<file path="config.mk">
export PLATFORM = sky130hd
export DESIGN_NAME = fnit_ram
export DESIGN_NICKNAME = d
export VERILOG_FILES = /design/src/rtl/core/formula_node_intern_table_top_defines.svh /design/src/rtl/core/fnit_ram.sv
export SDC_FILE = /design/constraint.sdc
export NUM_CORES = 2
export LEC_CHECK = 0
export ABC_AREA = 1
export BUFFER_PORTS_ARGS = -buffer_cell sky130_fd_sc_hd__buf_4
export CORE_ASPECT_RATIO = 0.8
export CORE_MARGIN = 2
export CORE_UTILIZATION = 55
export CTS_BUF_LIST = sky130_fd_sc_hd__clkbuf_4 sky130_fd_sc_hd__clkbuf_8 sky130_fd_sc_hd__clkbuf_16
export DETAILED_ROUTE_END_ITERATION = 8
export PLACE_DENSITY = 0.71
export SLEW_MARGIN = 20
export SYNTH_ARGS = -nofsm -noshare
export SYNTH_HDL_FRONTEND = slang
export SYNTH_SLANG_ARGS = --single-unit
</file>
<file path="constraint.sdc">
create_clock -name i_clk -period 3 [get_ports i_clk]
set_input_delay 0.45 -clock i_clk [delete_from_list [all_inputs] [get_ports i_clk]]
set_output_delay 0.45 -clock i_clk [all_outputs]
set_load 0.02 [all_outputs]
</file>
<file path="src/rtl/core/formula_node_intern_table_top_defines.svh">
// assertion macros shared by the node table rtl
`ifndef FORMULA_NODE_INTERN_TABLE_TOP_DEFINES_SVH
`define FORMULA_NODE_INTERN_TABLE_TOP_DEFINES_SVH

// same-cycle implication, checked out of reset
`define FNIT_ASSERT_NOW(label, ante, cons, msg) \
    label: assert property (@(posedge i_clk) disable iff (!i_rst_n) (ante) |-> (cons)) \
        else $error(msg);

// next-cycle implication, checked out of reset
`define FNIT_ASSERT_NEXT(label, ante, cons, msg) \
    label: assert property (@(posedge i_clk) disable iff (!i_rst_n) (ante) |=> (cons)) \
        else $error(msg);

`endif

</file>
<file path="src/rtl/core/fnit_ram.sv">
// generic simple dual-port ram with registered read
module fnit_ram #(
    parameter int WIDTH = 8,
    parameter int DEPTH = 256
) (
    input  logic                                   i_clk,
    input  logic                                   i_we,
    input  logic [(DEPTH > 1 ? $clog2(DEPTH) : 1)-1:0] i_waddr,
    input  logic [WIDTH-1:0]                       i_wdata,
    input  logic [(DEPTH > 1 ? $clog2(DEPTH) : 1)-1:0] i_raddr,
    output logic [WIDTH-1:0]                       o_rdata
);

    logic [WIDTH-1:0] r_mem [DEPTH];
    logic [WIDTH-1:0] r_rdata;

    always_ff @(posedge i_clk) begin
        if (i_we) begin
            r_mem[i_waddr] <= i_wdata;
        end
        r_rdata <= r_mem[i_raddr];
    end

    assign o_rdata = r_rdata;

endmodule

</file>
==> results_tabular.tex <==
\begin{tabular}{lr}
\hline
Metric & Value \\
\hline
\multicolumn{2}{l}{\textbf{Run status}} \\
\quad Outcome & finished, final reports clean \\
\multicolumn{2}{l}{\textbf{Power}} \\
\quad Share of power burned in registers & between 50\% and 60\% \\
\quad Combinational group share of total power & between 6 and 7\% \\
\quad Fraction of power consumed by the clock network & between 30\% and 40\% \\
\quad Internal power summed over all cells & approximately 45,000 uW \\
\quad Static leakage & around 0.033 uW \\
\quad Ratio of total power to cell area & between 600 and 700 nW/um\^{}2 \\
\quad Power dissipated by switching net loads & 13,300 uW \\
\quad Switching part of the total & between 20\% and 30\% \\
\quad Max VDD drop & between 0.0006 and 0.0007 V \\
\multicolumn{2}{l}{\textbf{Synth}} \\
\quad Synthesized instance count & 7,003 \\
\quad Post-synthesis sequential element count & roughly 2,100 \\
\quad Fraction of the yosys area taken by sequential cells & roughly three quarters \\
\quad Netlist area before placement & $\sim$83,000 sq um \\
\quad Synthesized area per cell & around 12 sq um \\
\quad Net Count, Synth & around 7,000 \\
\quad Number of distinct library cells after synthesis & 14 \\
\quad Count of synthesis-stage warnings from yosys & 0 \\
\multicolumn{2}{l}{\textbf{STA}} \\
\quad Post-route minimum period & about 2.4 ns \\
\quad Fmax achieved & between 400 and 500 MHz \\
\quad Final number of setup-violating endpoints & 0 \\
\quad Worst hold margin & 0.0523 ns \\
\quad Post-route setup TNS & 0 ns \\
\quad Slew Limit Fails & 0 \\
\quad Share of the clock period used by the worst path after layout & between 70\% and 80\% \\
\quad RSZ-0062 raised after global routing & false \\
\quad Transition time at the pin with the least slew margin & just under 1 ns \\
\quad Number of hold-slack violations in the final timing report & 0 \\
\quad Post-Route Skew & about 0.032 ns \\
\quad Rel. slew slack & between 30\% and 40\% \\
\multicolumn{2}{l}{\textbf{Global route}} \\
\quad Met3 Use GR & under 10\% \\
\quad Routing layer with the top usage in global route & met1 \\
\quad Wire length of the first global-routing pass & 342,000 um \\
\quad Met2 capacity usage during global routing & between 40 and 50\% \\
\quad Largest net degree at the start of global routing & 110 \\
\quad Antenna violations before repair & 6 \\
\quad Total routing usage reported by global routing & between 20 and 30\% \\
\quad Number of global-route vias before repair & $\sim$53,000 \\
\quad Met1 Usage GRT & between 40\% and 50\% \\
\quad Remaining Overflow, GRT & 0 \\
\multicolumn{2}{l}{\textbf{Final layout}} \\
\quad Final net count & roughly 7,200 \\
\quad Count of placed standard cells in the final layout, fillers left out & about 9,300 \\
\quad Area growth from synthesis to layout & 12.8\% \\
\quad Share of final-layout standard cells stronger than drive strength 1 & a little over a tenth \\
\quad Total non-filler cell area in the finished layout & around 94,000 sq um \\
\multicolumn{2}{l}{\textbf{Detailed routing}} \\
\quad Violation count after the first detailed-route iteration & 9,487 \\
\quad Average vias per placed instance & around 6 \\
\quad DRT antenna net count & 0 \\
\quad Routed Wire Length & 230,000 um \\
\quad Post-route DRC violation count & 0 \\
\quad Vias & about 57,000 \\
\quad Length of the first detailed-routing pass in iterations & 8 \\
\quad Mean routed wirelength per cell & $\sim$25 um \\
\multicolumn{2}{l}{\textbf{Worst setup path}} \\
\quad Data required, critical path & between 3 and 4 ns \\
\quad Arrival time at the worst endpoint & around 3.2 ns \\
\quad Critical path startpoint category & primary input \\
\quad Largest incremental delay on the critical path & 0.40 ns \\
\quad Reg-to-reg critical path startpoint & r\_mem[135][3]\$\_DFFE\_PP\_ \\
\quad Crit-path most repeated cell & nand3\_1 \\
\quad Cells on worst reg2reg path & 10 \\
\quad Critical path start-end classification & in2reg \\
\quad Crit-path cells & buf\_8 > inv\_16 > buf\_12 > buf\_4 > nand2\_1 > nand3\_1 > nand3\_1 > nand3\_1 > nand3\_1 > nand3\_1 > nand3\_1 > nand2\_1 > nand2\_1 > nand2\_1 \\
\quad Maximum fanout along the worst path & a little under 60 \\
\quad FF-to-FF setup slack & about 1.1 ns \\
\quad Crit. End Element & flop \\
\quad Crit Reg-Reg Endpoint & o\_rdata[3]\$\_DFF\_P\_ \\
\quad Cell at the slowest stage of the critical path & buf\_4 \\
\multicolumn{2}{l}{\textbf{Floorplanning}} \\
\quad Row cnt & 127 \\
\quad Boundary Pins & 34 \\
\quad Die extent in x & 439 um \\
\quad DIE AREA & approximately 150,000 sq um \\
\quad Area of the placeable core & between 150,000 and 200,000 sq um \\
\quad Die span in y & roughly 350 um \\
\quad Initial core utilization & approximately 56\% \\
\multicolumn{2}{l}{\textbf{Hold path}} \\
\quad Endpoint, Worst Hold & r\_mem[106][6]\$\_DFFE\_PP\_ \\
\quad Hold path start & i\_wdata[6] \\
\quad Min-delay worst type & in2reg \\
\quad Number of stages on the worst hold path & 1 \\
\multicolumn{2}{l}{\textbf{Placed design}} \\
\quad Final weighted congestion in routability-driven placement & roughly 0.92 \\
\quad HPWL Detailed & 137,000 um \\
\quad Placed cell count & $\sim$9,000 \\
\quad Number of buffers inserted by port buffering & 33 \\
\quad Placed instance area & between 80,000 and 90,000 sq um \\
\multicolumn{2}{l}{\textbf{Clock tree}} \\
\quad Number of clock buffers inserted by TritonCTS & between 150 and 200 \\
\quad Sinks on the clock net & 2,056 \\
\quad TritonCTS clock tree & done \\
\quad Clock root cell & clkbuf\_16 \\
\quad Clock edge transition at the registers on the reported setup and hold paths & 0.06 ns \\
\quad H-tree level count & 4 \\
\quad Latest clock arrival within the worst-skew pair & between 0.8 and 0.9 ns \\
\quad Number of setup buffers added after CTS & 0 \\
\quad Maximum count of clock buffers along a single path & 3 \\
\multicolumn{2}{l}{\textbf{Flow run}} \\
\quad Count of maximum capacitance violations & 0 \\
\hline
\end{tabular}
[flip-flops by register name (all words and copies together), names as in the netlist]
signal	cells
o_rdata	8
r_mem	2048
[area by class of cell]
type	count	area [sq um]
antenna	9	22.5
clock buffer	247	5220
clock inverter	100	683
fill	11142	56100
inverter	39	180
multi-input combinational	4425	19100
sequential	2056	61700
tap	1999	2500
timing repair buffer	468	4640
[stage by stage]
stage          utilization [%]  setup slack (ns)  power (uW)
2_1_floorplan                -              1.06       34300
3_3_place_gp              58.7            -0.120       36000
3_5_place_dp              58.7           -0.0811       36100
4_1_cts                   62.6             0.791       58700
5_1_grt                   62.6             0.546       60100
6_report                  62.6             0.609       58700
[how the worst max path moves through the flow]
| stage | slack [ns] | cells after the start | end | start |
|---|---|---|---|---|
| CTS | 0.79 | 14 | o_rdata[7]$_DFF_P_ | i_raddr[0] |
| global route | 0.55 | 14 | o_rdata[7]$_DFF_P_ | i_raddr[0] |
| floorplan | 1.06 | 4 | r_mem[162][0]$_DFFE_PP_ | i_we |
| global placement | -0.12 | 14 | o_rdata[7]$_DFF_P_ | i_raddr[0] |
| detailed placement | -0.08 | 14 | o_rdata[7]$_DFF_P_ | i_raddr[0] |
| finish | 0.61 | 14 | o_rdata[7]$_DFF_P_ | i_raddr[0] |
[critical path: cells and delay by family]
kind	cells	cell delay [ns]
buf+inv	4	1.13
simple gates	10	1.50
[layout by cell type (no fill, tap or decap), drive strengths merged]
| master | n |
|---|---|
| nand3 | 2019 |
| clkbuf | 247 |
| inv | 43 |
| bufinv | 5 |
| dfxtp | 8 |
| dlygate4sd3 | 2 |
| edfxtp | 2048 |
| nand2 | 2123 |
| buf | 466 |
| clkinvlp | 1 |
| nor2 | 283 |
| diode | 9 |
| clkinv | 90 |
[cell families after synthesis]
kind of cell / synth area share [%]
buffers and inverters: 3.12
flip-flops: 73.9
AND/OR/NAND/NOR: 22.9
[cells in the mapped netlist]
cell | n | area [sq um]
nand2_1 | 2123 | 7970
edfxtp_1 | 2048 | 61500
nand3_1 | 2019 | 10100
nor2_1 | 283 | 1060
buf_2 | 268 | 1340
clkbuf_1 | 112 | 420
buf_4 | 46 | 345
buf_1 | 40 | 150
inv_1 | 36 | 135
buf_6 | 16 | 180
dfxtp_1 | 8 | 160
inv_2 | 2 | 7.51
buf_8 | 1 | 15.0
inv_4 | 1 | 6.26
[power groups by stage]
stage	clock network (uW)	logic, uW	registers [uW]
detailed placement	0	3760	32300
finish	23100	3870	31700
CTS	23200	3780	31700
global route	24300	4120	31700
floorplan	0	1950	32300
global placement	0	3710	32300
[layer usage]
metal  up-vias  wire (um)
li1      25215          -
met2      3768     102000
met4         0       8160
met1     27729      91200
met3       459      28000
met5         -          0
[what timing repair did]
item,CTS,global route
endpoints found under the setup margin,0,0
gates resized for setup,0,0
endpoints found under the hold margin,34,0
hold buffers,2,0
No activity file was read; power rests on OpenSTA's default activity.
