==> src/rtl/core/formula_node_intern_table_top_defines.svh <==
// assertion macros shared by the node table rtl
`ifndef FORMULA_NODE_INTERN_TABLE_TOP_DEFINES_SVH
`define FORMULA_NODE_INTERN_TABLE_TOP_DEFINES_SVH

// same-cycle implication, checked out of reset
`define FNIT_ASSERT_NOW(label, ante, cons, msg) \
    label: assert property (@(posedge i_clk) disable iff (!i_rst_n) (ante) |-> (cons)) \
        else $error(msg);

// next-cycle implication, checked out of reset
`define FNIT_ASSERT_NEXT(label, ante, cons, msg) \
    label: assert property (@(posedge i_clk) disable iff (!i_rst_n) (ante) |=> (cons)) \
        else $error(msg);

`endif

==> src/rtl/core/fnit_pkg.sv <==
// shared types and constants for the formula node intern table
package fnit_pkg;

    localparam int TABLE_DEPTH_DEF   = 256;
    localparam int OPERAND_WIDTH_DEF = 16;

    localparam int OPCODE_W     = 4;
    localparam int ARG_W        = 16;
    localparam int NODE_INDEX_W = 8;
    localparam int OUTCOME_W    = 2;

    // operator codes
    localparam logic [OPCODE_W-1:0] OP_PROP    = 4'd0;
    localparam logic [OPCODE_W-1:0] OP_TRUE    = 4'd1;
    localparam logic [OPCODE_W-1:0] OP_FALSE   = 4'd2;
    localparam logic [OPCODE_W-1:0] OP_NOT     = 4'd3;
    localparam logic [OPCODE_W-1:0] OP_NEXT    = 4'd4;
    localparam logic [OPCODE_W-1:0] OP_AND     = 4'd5;
    localparam logic [OPCODE_W-1:0] OP_OR      = 4'd6;
    localparam logic [OPCODE_W-1:0] OP_UNTIL   = 4'd7;
    localparam logic [OPCODE_W-1:0] OP_RELEASE = 4'd8;

    // result outcome codes
    localparam logic [OUTCOME_W-1:0] OUT_FOUND = 2'd0;
    localparam logic [OUTCOME_W-1:0] OUT_NEW   = 2'd1;
    localparam logic [OUTCOME_W-1:0] OUT_FULL  = 2'd2;

    typedef enum logic [2:0] {
        S_IDLE,
        S_SCAN,
        S_CHILD_A,
        S_CHILD_B,
        S_INSERT
    } t_state;

    // datapath status toward the sequencer
    typedef struct packed {
        logic start;
        logic empty;
        logic hit;
        logic last;
        logic full;
    } t_stat;

    // sequencer controls toward the datapath
    typedef struct packed {
        logic busy;
        logic load;
        logic scan_issue;
        logic sel_a;
        logic sel_b;
        logic cap_flag_a;
        logic emit_hit;
        logic emit_full;
        logic do_insert;
    } t_ctrl;

endpackage

==> src/rtl/core/fnit_fsm.sv <==
// sequencer for search, child flag reads and insertion
module fnit_fsm (
    input  logic           i_clk,
    input  logic           i_rst_n,
    input  fnit_pkg::t_stat i_stat,
    output fnit_pkg::t_ctrl o_ctrl
);
    import fnit_pkg::*;

    t_state r_state;
    t_state n_state;

    always_ff @(posedge i_clk) begin
        if (!i_rst_n) begin
            r_state <= S_IDLE;
        end else begin
            r_state <= n_state;
        end
    end

    always_comb begin
        n_state = r_state;
        case (r_state)
            S_IDLE: begin
                if (i_stat.start) begin
                    n_state = i_stat.empty ? S_CHILD_A : S_SCAN;
                end
            end
            S_SCAN: begin
                if (i_stat.hit) begin
                    n_state = S_IDLE;
                end else if (i_stat.last) begin
                    n_state = i_stat.full ? S_IDLE : S_CHILD_A;
                end
            end
            S_CHILD_A: n_state = S_CHILD_B;
            S_CHILD_B: n_state = S_INSERT;
            S_INSERT:  n_state = S_IDLE;
            default:   n_state = S_IDLE;
        endcase
    end

    always_comb begin
        o_ctrl = '0;
        o_ctrl.busy = (r_state != S_IDLE);
        case (r_state)
            S_IDLE: begin
                o_ctrl.load = i_stat.start;
            end
            S_SCAN: begin
                o_ctrl.scan_issue = 1'b1;
                o_ctrl.emit_hit   = i_stat.hit;
                o_ctrl.emit_full  = !i_stat.hit && i_stat.last && i_stat.full;
            end
            S_CHILD_A: begin
                o_ctrl.sel_a = 1'b1;
            end
            S_CHILD_B: begin
                o_ctrl.sel_b      = 1'b1;
                o_ctrl.cap_flag_a = 1'b1;
            end
            S_INSERT: begin
                o_ctrl.do_insert = 1'b1;
            end
            default: begin
                o_ctrl = '0;
            end
        endcase
    end

endmodule

==> config.mk <==
export PLATFORM = sky130hd
export DESIGN_NAME = fnit_fsm
export DESIGN_NICKNAME = d
export VERILOG_FILES = /design/src/rtl/core/formula_node_intern_table_top_defines.svh /design/src/rtl/core/fnit_pkg.sv /design/src/rtl/core/fnit_fsm.sv
export SDC_FILE = /design/constraint.sdc
export NUM_CORES = 1
export LEC_CHECK = 0
export ABC_AREA = 0
export BUFFER_PORTS_ARGS = -buffer_cell sky130_fd_sc_hd__buf_2
export CAP_MARGIN = 30
export CORE_AREA = 2 2 39 41
export CTS_CLUSTER_DIAMETER = 80
export DETAILED_ROUTE_END_ITERATION = 8
export DIE_AREA = 0 0 41 43
export GPL_ROUTABILITY_DRIVEN = 1
export PLACE_DENSITY_LB_ADDON = 0.12
export SLEW_MARGIN = 20
export SYNTH_ARGS = -nofsm -noshare
export SYNTH_HDL_FRONTEND = slang
export SYNTH_SLANG_ARGS = --single-unit
==> constraint.sdc <==
create_clock -name i_clk -period 1.2 [get_ports i_clk]
set_input_delay 0 -clock i_clk [delete_from_list [all_inputs] [get_ports i_clk]]
set_output_delay 0 -clock i_clk [all_outputs]
set_load 0.005 [all_outputs]
==> summary.md, run 1 <==
| Metric | Value |
|---|---|
| # diodes | `0` |
| Final #Nets | `50` |
| Clock Tree Root | `clkbuf_4` |
| Die area | `0.001763 mm²` |
| Grt ovf | `0` |
| Pin count of the biggest net entering global routing | `8` |
| Max-cap violation count | `0` |
| Reg2reg start | `r_state[1]$_SDFFE_PN0P_` |
| Yosys top cell by area | `dfxtp_1` |
| Data required, critical path | `1200 ps` |
| Setup TNS | `0 ps` |
| Distinct cells, synth | `15` |
| # H-tree levels | `1` |
| Antenna-violating nets left | `0` |
| Die width | `41 µm` |
| Worst-path fanout max | `6` |
| Slew at the pin closest to its max-slew limit | `295.7 ps` |
| Sequential fraction of the synthesis area | `29.81%` |
| Top-Level Pins | `16` |
| Clk sinks | `3` |
| HP Start | `i_stat[3]` |
| Outcome | `complete, no violations` |
| Post-Route WL | `562 µm` |
| Core area | `0.001384 mm²` |
| Setup-failing EPs final | `0` |
| Utilization after layout | `26.04%` |
| CTS tree | `yes` |
| GRT Overall Usage | `8.835%` |
| Max reg flops | `3` |
| Hold crit path type | `input port to register` |
| Fillers | `163` |
| Hold Crit Depth | `3` |
| CP Capture Type | `output port` |
| Worst Hold End | `r_state[1]$_SDFFE_PN0P_` |
| Leakage | `0.1738 nW` |
| Yosys warns | `0` |
| Vias in the first global route | `238` |
| Share of the synthesized area in the top cell type | `29.81%` |
| Post-route worst setup slack | `5.608 ps` |
| Reg area | `62.56 µm²` |
| RePlAce Congestion | `0.7474` |
| Initial antenna violation count | `0` |
| Dpl ws | `73.89 ps` |
| Post-Syn Area | `201.4 µm²` |
| Period utilization | `99.53%` |
| Share of cells above drive strength 1 | `69.05%` |
| Biggest register | `r_state` |
| Via Count | `233` |
| R2R cell count | `2` |
| CP arrival | `1190 ps` |
| Post-route DRC | `0` |
| FP Rows | `14` |
| Register bit total from synthesis | `3` |
| Hold Slack | `32.54 ps` |
| Clock Tree Buf Depth | `2` |
| Final hold viol count | `0` |
| Via/cell ratio | `4.017` |
| Num CTS Buffers | `3` |
| Initial DRC count | `2` |
| Pins Over Slew Limit | `0` |
| Unrepaired setup endpoints after global routing | `yes` |
| Final min period | `1194 ps` |
| Final Skew | `4.443 ps` |
| Input/output buffers | `15` |
| Rel. slew slack | `80.26%` |
| Die Height | `43 µm` |
| DRT Pass-1 Iters | `3` |
| Post-CTS Repair Setup Buffers | `0` |
| Worst vdd ir | `0.0003186 V` |
| Tot Pwr | `0.4559 mW` |
| Post-Synthesis Cells | `22` |
| Footprint of the multi-input gates | `157.7 µm²` |
| Area Overhead vs Synth | `78.88%` |
| Reg2reg setup slack | `40 ps` |
| Crit start category | `register` |
| WS Path Type | `register to output port` |
| Routed wire per std cell | `9.690 µm` |
| Post-Syn Nets | `29` |
| Cts hold-fix bufs | `0` |
| Clock transition at the registers of the reported paths | `40 ps` |
| Max Clk Rate | `837.2 MHz` |
| Pwr/cell area | `1265 mW/mm²` |
| Mean post-synth cell area | `9.157 µm²` |
| Initial core utilization | `14.56%` |
| Clk Latency, worst-skew pair | `230 ps` |
| Worst R2R End | `r_state[1]$_SDFFE_PN0P_` |
| First-pass GRT wire length | `1.000 mm` |
| Leading post-synthesis cells by cell area | `dfxtp_1 30%, a221oi_2 7.5%, nor3b_1 7.5%` |
| Largest registers | `r_state (3)` |
[worst max path at each step]
stage                                 start                       to  slack (ps)  cells past startpoint
global placement    r_state[1]$_SDFFE_PN0P_  r_state[1]$_SDFFE_PN0P_          90                      2
global route        r_state[1]$_SDFFE_PN0P_                o_ctrl[1]        -100                      4
detailed placement  r_state[1]$_SDFFE_PN0P_  r_state[1]$_SDFFE_PN0P_          70                      2
finish              r_state[1]$_SDFFE_PN0P_                o_ctrl[1]           6                      4
CTS                 r_state[1]$_SDFFE_PN0P_                o_ctrl[1]         -10                      4
floorplan           r_state[1]$_SDFFE_PN0P_  r_state[1]$_SDFFE_PN0P_          60                      2
[cell usage after synthesis]
master,n
and2_1,2
nand2_1,2
nor2_1,2
a221oi_2,1
or4b_1,1
nor3b_1,2
xnor2_1,1
buf_4,1
and3b_2,1
nand2b_1,2
and4b_1,1
dfxtp_1,3
a221oi_1,1
or3_2,1
nor4b_1,1
[what timing repair did]
item / 4_1_cts / 5_1_grt
pin swaps: 2 / 3
gates resized for setup: 5 / 3
hold endpoints to repair: 0 / 0
endpoints found under the setup margin: 5 / 6
[critical path, cell delays in order, from the launching register on]
cell and delay, ps:
dfxtp_2 320, buf_6 130, nor3b_4 200, and4b_1 200
buf_2 110
[area by class of cell]
class                      instances  share of cell area, %
clock buffer                       4                  7.292
timing repair buffer              17                  26.04
tap                               16                  5.556
sequential                         3                  17.36
multi-input combinational         18                  43.75
[through the flow]
step	instance area, µm²	instances
6_report	360.3	58
5_1_grt	360.3	58
4_1_cts	347.8	58
3_5_place_dp	304.0	54
3_3_place_gp	304.0	54
2_1_floorplan	201.4	22
[where the power goes]
group / total [mW] / switching (mW) / internal (mW)
clock: 0.178 / 0.0535 / 0.125
combinational: 0.148 / 0.0628 / 0.0849
sequential: 0.130 / 0.0161 / 0.114
total: 0.456 / 0.132 / 0.324
[layout by cell type (no fill, tap or decap), types with 2 or more instances in the layout]
cell type	synthesis	routed
buf_2	0	15
clkbuf_4	0	3
nand2b_1	2	2
dfxtp_2	0	2
a221oi_2	1	2
nand2_1	2	2
and2_1	2	2
[cell families (layout without fill, tap and decap cells)]
group | after synthesis | after routing | share of synthesized area (%)
simple gates | 15 | 15 | 50.31
compound gates | 2 | 2 | 11.80
xor+xnor | 1 | 1 | 4.349
flops | 3 | 3 | 29.81
buf+inv | 1 | 21 | 3.728
[metal layers]
layer | share of wire [%] | routed length, µm | track usage (%) | up-vias
li1 | - | - | - | 121
met1 | 42 | 234 | 11.25 | 102
met2 | 48 | 268 | 10.63 | 10
met3 | 10 | 59 | 3.665 | 0
met4 | 0 | 0 | 8.000 | 0
met5 | 0 | 0 | 0 | -
Note: power is estimated with default switching activity, not from simulation.
==> run 2: changes to the inputs <==
--- a/config.mk
+++ b/config.mk
@@ -14,6 +14,7 @@
 export DIE_AREA = 0 0 41 43
 export GPL_ROUTABILITY_DRIVEN = 1
 export PLACE_DENSITY_LB_ADDON = 0.12
+export REMOVE_ABC_BUFFERS = 1
 export SLEW_MARGIN = 20
 export SYNTH_ARGS = -nofsm -noshare
 export SYNTH_HDL_FRONTEND = slang
==> run 2 against run 1 <==
Sequential power up 5%. Largest power group unchanged. Clock-buffer cell count unchanged. Combinational power down 14%. Cell area down 3.8%. First-iteration DRC count rose to 2.5 times the previous value. Wire length up 8.5%. Utilization down 0.99 points.
==> summary.md, run 2 (synthesized netlist as in run 1, its figures left out) <==
| Metric | Value |
|---|---|
| Input/output buffers | `15` |
| HP Start | `i_stat[3]` |
| Worst vdd ir | `0.0003039 V` |
| HPWL after DPL | `472.8 µm` |
| FP Rows | `14` |
| Most common cell after layout, fill and taps aside | `buf_2` |
| Outcome | `complete, no violations` |
| Via Count | `244` |
| Pin count of the biggest net entering global routing | `9` |
| Setup-failing EPs final | `0` |
| Cts hold-fix bufs | `0` |
| Fillers | `161` |
| Design area | `346.6 µm²` |
| GRT Overall Usage | `9.218%` |
| Die Height | `43 µm` |
| Period utilization | `97.60%` |
| Post-route DRC | `0` |
| RePlAce Congestion | `0.7086` |
| First-pass GRT wire length | `966 µm` |
| Post-Route WL | `610 µm` |
| Max Clk Rate | `853.8 MHz` |
| Share of cells above drive strength 1 | `68.29%` |
| CTS tree | `yes` |
| Worst Hold End | `r_state[1]$_SDFFE_PN0P_` |
| Hold Crit Depth | `3` |
| Antenna-violating nets left | `0` |
| Routed wire per std cell | `10.70 µm` |
| Utilization after layout | `25.05%` |
| Num CTS Buffers | `3` |
| Worst R2R End | `r_state[1]$_SDFFE_PN0P_` |
| Biggest register | `r_state` |
| Clock transition at the registers of the reported paths | `40 ps` |
| R2R cell count | `2` |
| Vias in the first global route | `231` |
| Worst-path fanout max | `4` |
| Pwr/cell area | `1268 mW/mm²` |
| Leakage | `0.1673 nW` |
| DRT Pass-1 Iters | `4` |
| Unrepaired setup endpoints after global routing | `yes` |
| Max reg flops | `3` |
| Crit start category | `register` |
| Via/cell ratio | `4.281` |
| Post-CTS Repair Setup Buffers | `0` |
| Clk sinks | `3` |
| Data required, critical path | `1340 ps` |
| Tot Pwr | `0.4395 mW` |
| Final Skew | `0.1052 ps` |
| Max-cap violation count | `0` |
| WS Path Type | `register to register` |
| Die width | `41 µm` |
| Final #Nets | `49` |
| Clk Latency, worst-skew pair | `230 ps` |
| Initial core utilization | `14.56%` |
| Core area | `0.001384 mm²` |
| Initial antenna violation count | `0` |
| Slew at the pin closest to its max-slew limit | `230.9 ps` |
| Clock Tree Buf Depth | `2` |
| Top-Level Pins | `16` |
| Most frequent cells in the layout | `15 x buf_2, 3 x clkbuf_4` |
| Largest registers | `r_state (3)` |
| Placed Area | `296.5 µm²` |
| Reg2reg start | `r_state[1]$_SDFFE_PN0P_` |
| Pins Over Slew Limit | `0` |
| CP arrival | `1310 ps` |
| Area Overhead vs Synth | `72.05%` |
| # H-tree levels | `1` |
| Hold crit path type | `input port to register` |
| Die area | `0.001763 mm²` |
| Final hold viol count | `0` |
| # diodes | `0` |
| Initial DRC count | `5` |
| Rel. slew slack | `84.39%` |
| Grt ovf | `0` |
| CP Capture Type | `register` |
| Clock Tree Root | `clkbuf_4` |
| Reg2reg setup slack | `30 ps` |
| Final min period | `1171 ps` |
## run 2: changes by cell type in the layout (fill, tap and decap cells not counted), sizes merged
cell  previous run  this run
buf             17        16
## run 2: worst max-delay path by stage
stage | startpoint | endpoint | slack (ps) | cells past startpoint
6_report | r_state[1]$_SDFFE_PN0P_ | r_state[1]$_SDFFE_PN0P_ | 30 | 2
5_1_grt | r_state[1]$_SDFFE_PN0P_ | r_state[1]$_SDFFE_PN0P_ | -50 | 2
4_1_cts | r_state[0]$_SDFFE_PN0P_ | o_ctrl[1] | -3 | 3
3_5_place_dp | r_state[1]$_SDFFE_PN0P_ | r_state[1]$_SDFFE_PN0P_ | 40 | 2
3_3_place_gp | r_state[1]$_SDFFE_PN0P_ | r_state[1]$_SDFFE_PN0P_ | 80 | 2
2_1_floorplan | r_state[1]$_SDFFE_PN0P_ | r_state[1]$_SDFFE_PN0P_ | 60 | 2
## run 2: area by class of cell
| type | instances | area [µm²] | area share, % |
|---|---|---|---|
| multi-input combinational | 18 | 151.4 | 43.68 |
| timing repair buffer | 16 | 82.58 | 23.83 |
| clock buffer | 4 | 26.28 | 7.581 |
| tap | 16 | 20.02 | 5.776 |
| sequential | 3 | 66.31 | 19.13 |
## run 2: power breakdown
part           internal [mW]  switching [mW]  leakage [nW]
Sequential             0.115          0.0220        0.0261
Combinational         0.0741          0.0533         0.126
Clock                  0.125          0.0508        0.0150
Total                  0.313           0.126         0.167
## run 2: metal layers
layer	vias up	wire (µm)	track usage (%)
met5	-	0	0
met4	0	39	14.00
met3	4	37	1.571
met2	12	289	11.88
met1	109	243	9.585
li1	119	-	-
## run 2: critical path: stages (launching register included)
cell      delay [ps]
dfxtp_2          340
or4b_4           530
a221oi_2         210
## run 2: timing repair
action,in CTS,in global routing
pin swaps,0,1
resized for setup,3,5
endpoints found under the setup margin,5,7
endpoints found under the hold margin,0,0
## run 2: stage by stage
stage          instances  setup slack [ps]  TNS (ps)  hold WS (ps)
6_report              57             28.83         0         35.66
3_5_place_dp          53             44.50         0         284.5
3_3_place_gp          53             82.37         0         296.9
4_1_cts               57            -3.051    -3.051         38.68
5_1_grt               57            -46.86    -126.3         53.34
2_1_floorplan         21             57.08         0         110.3
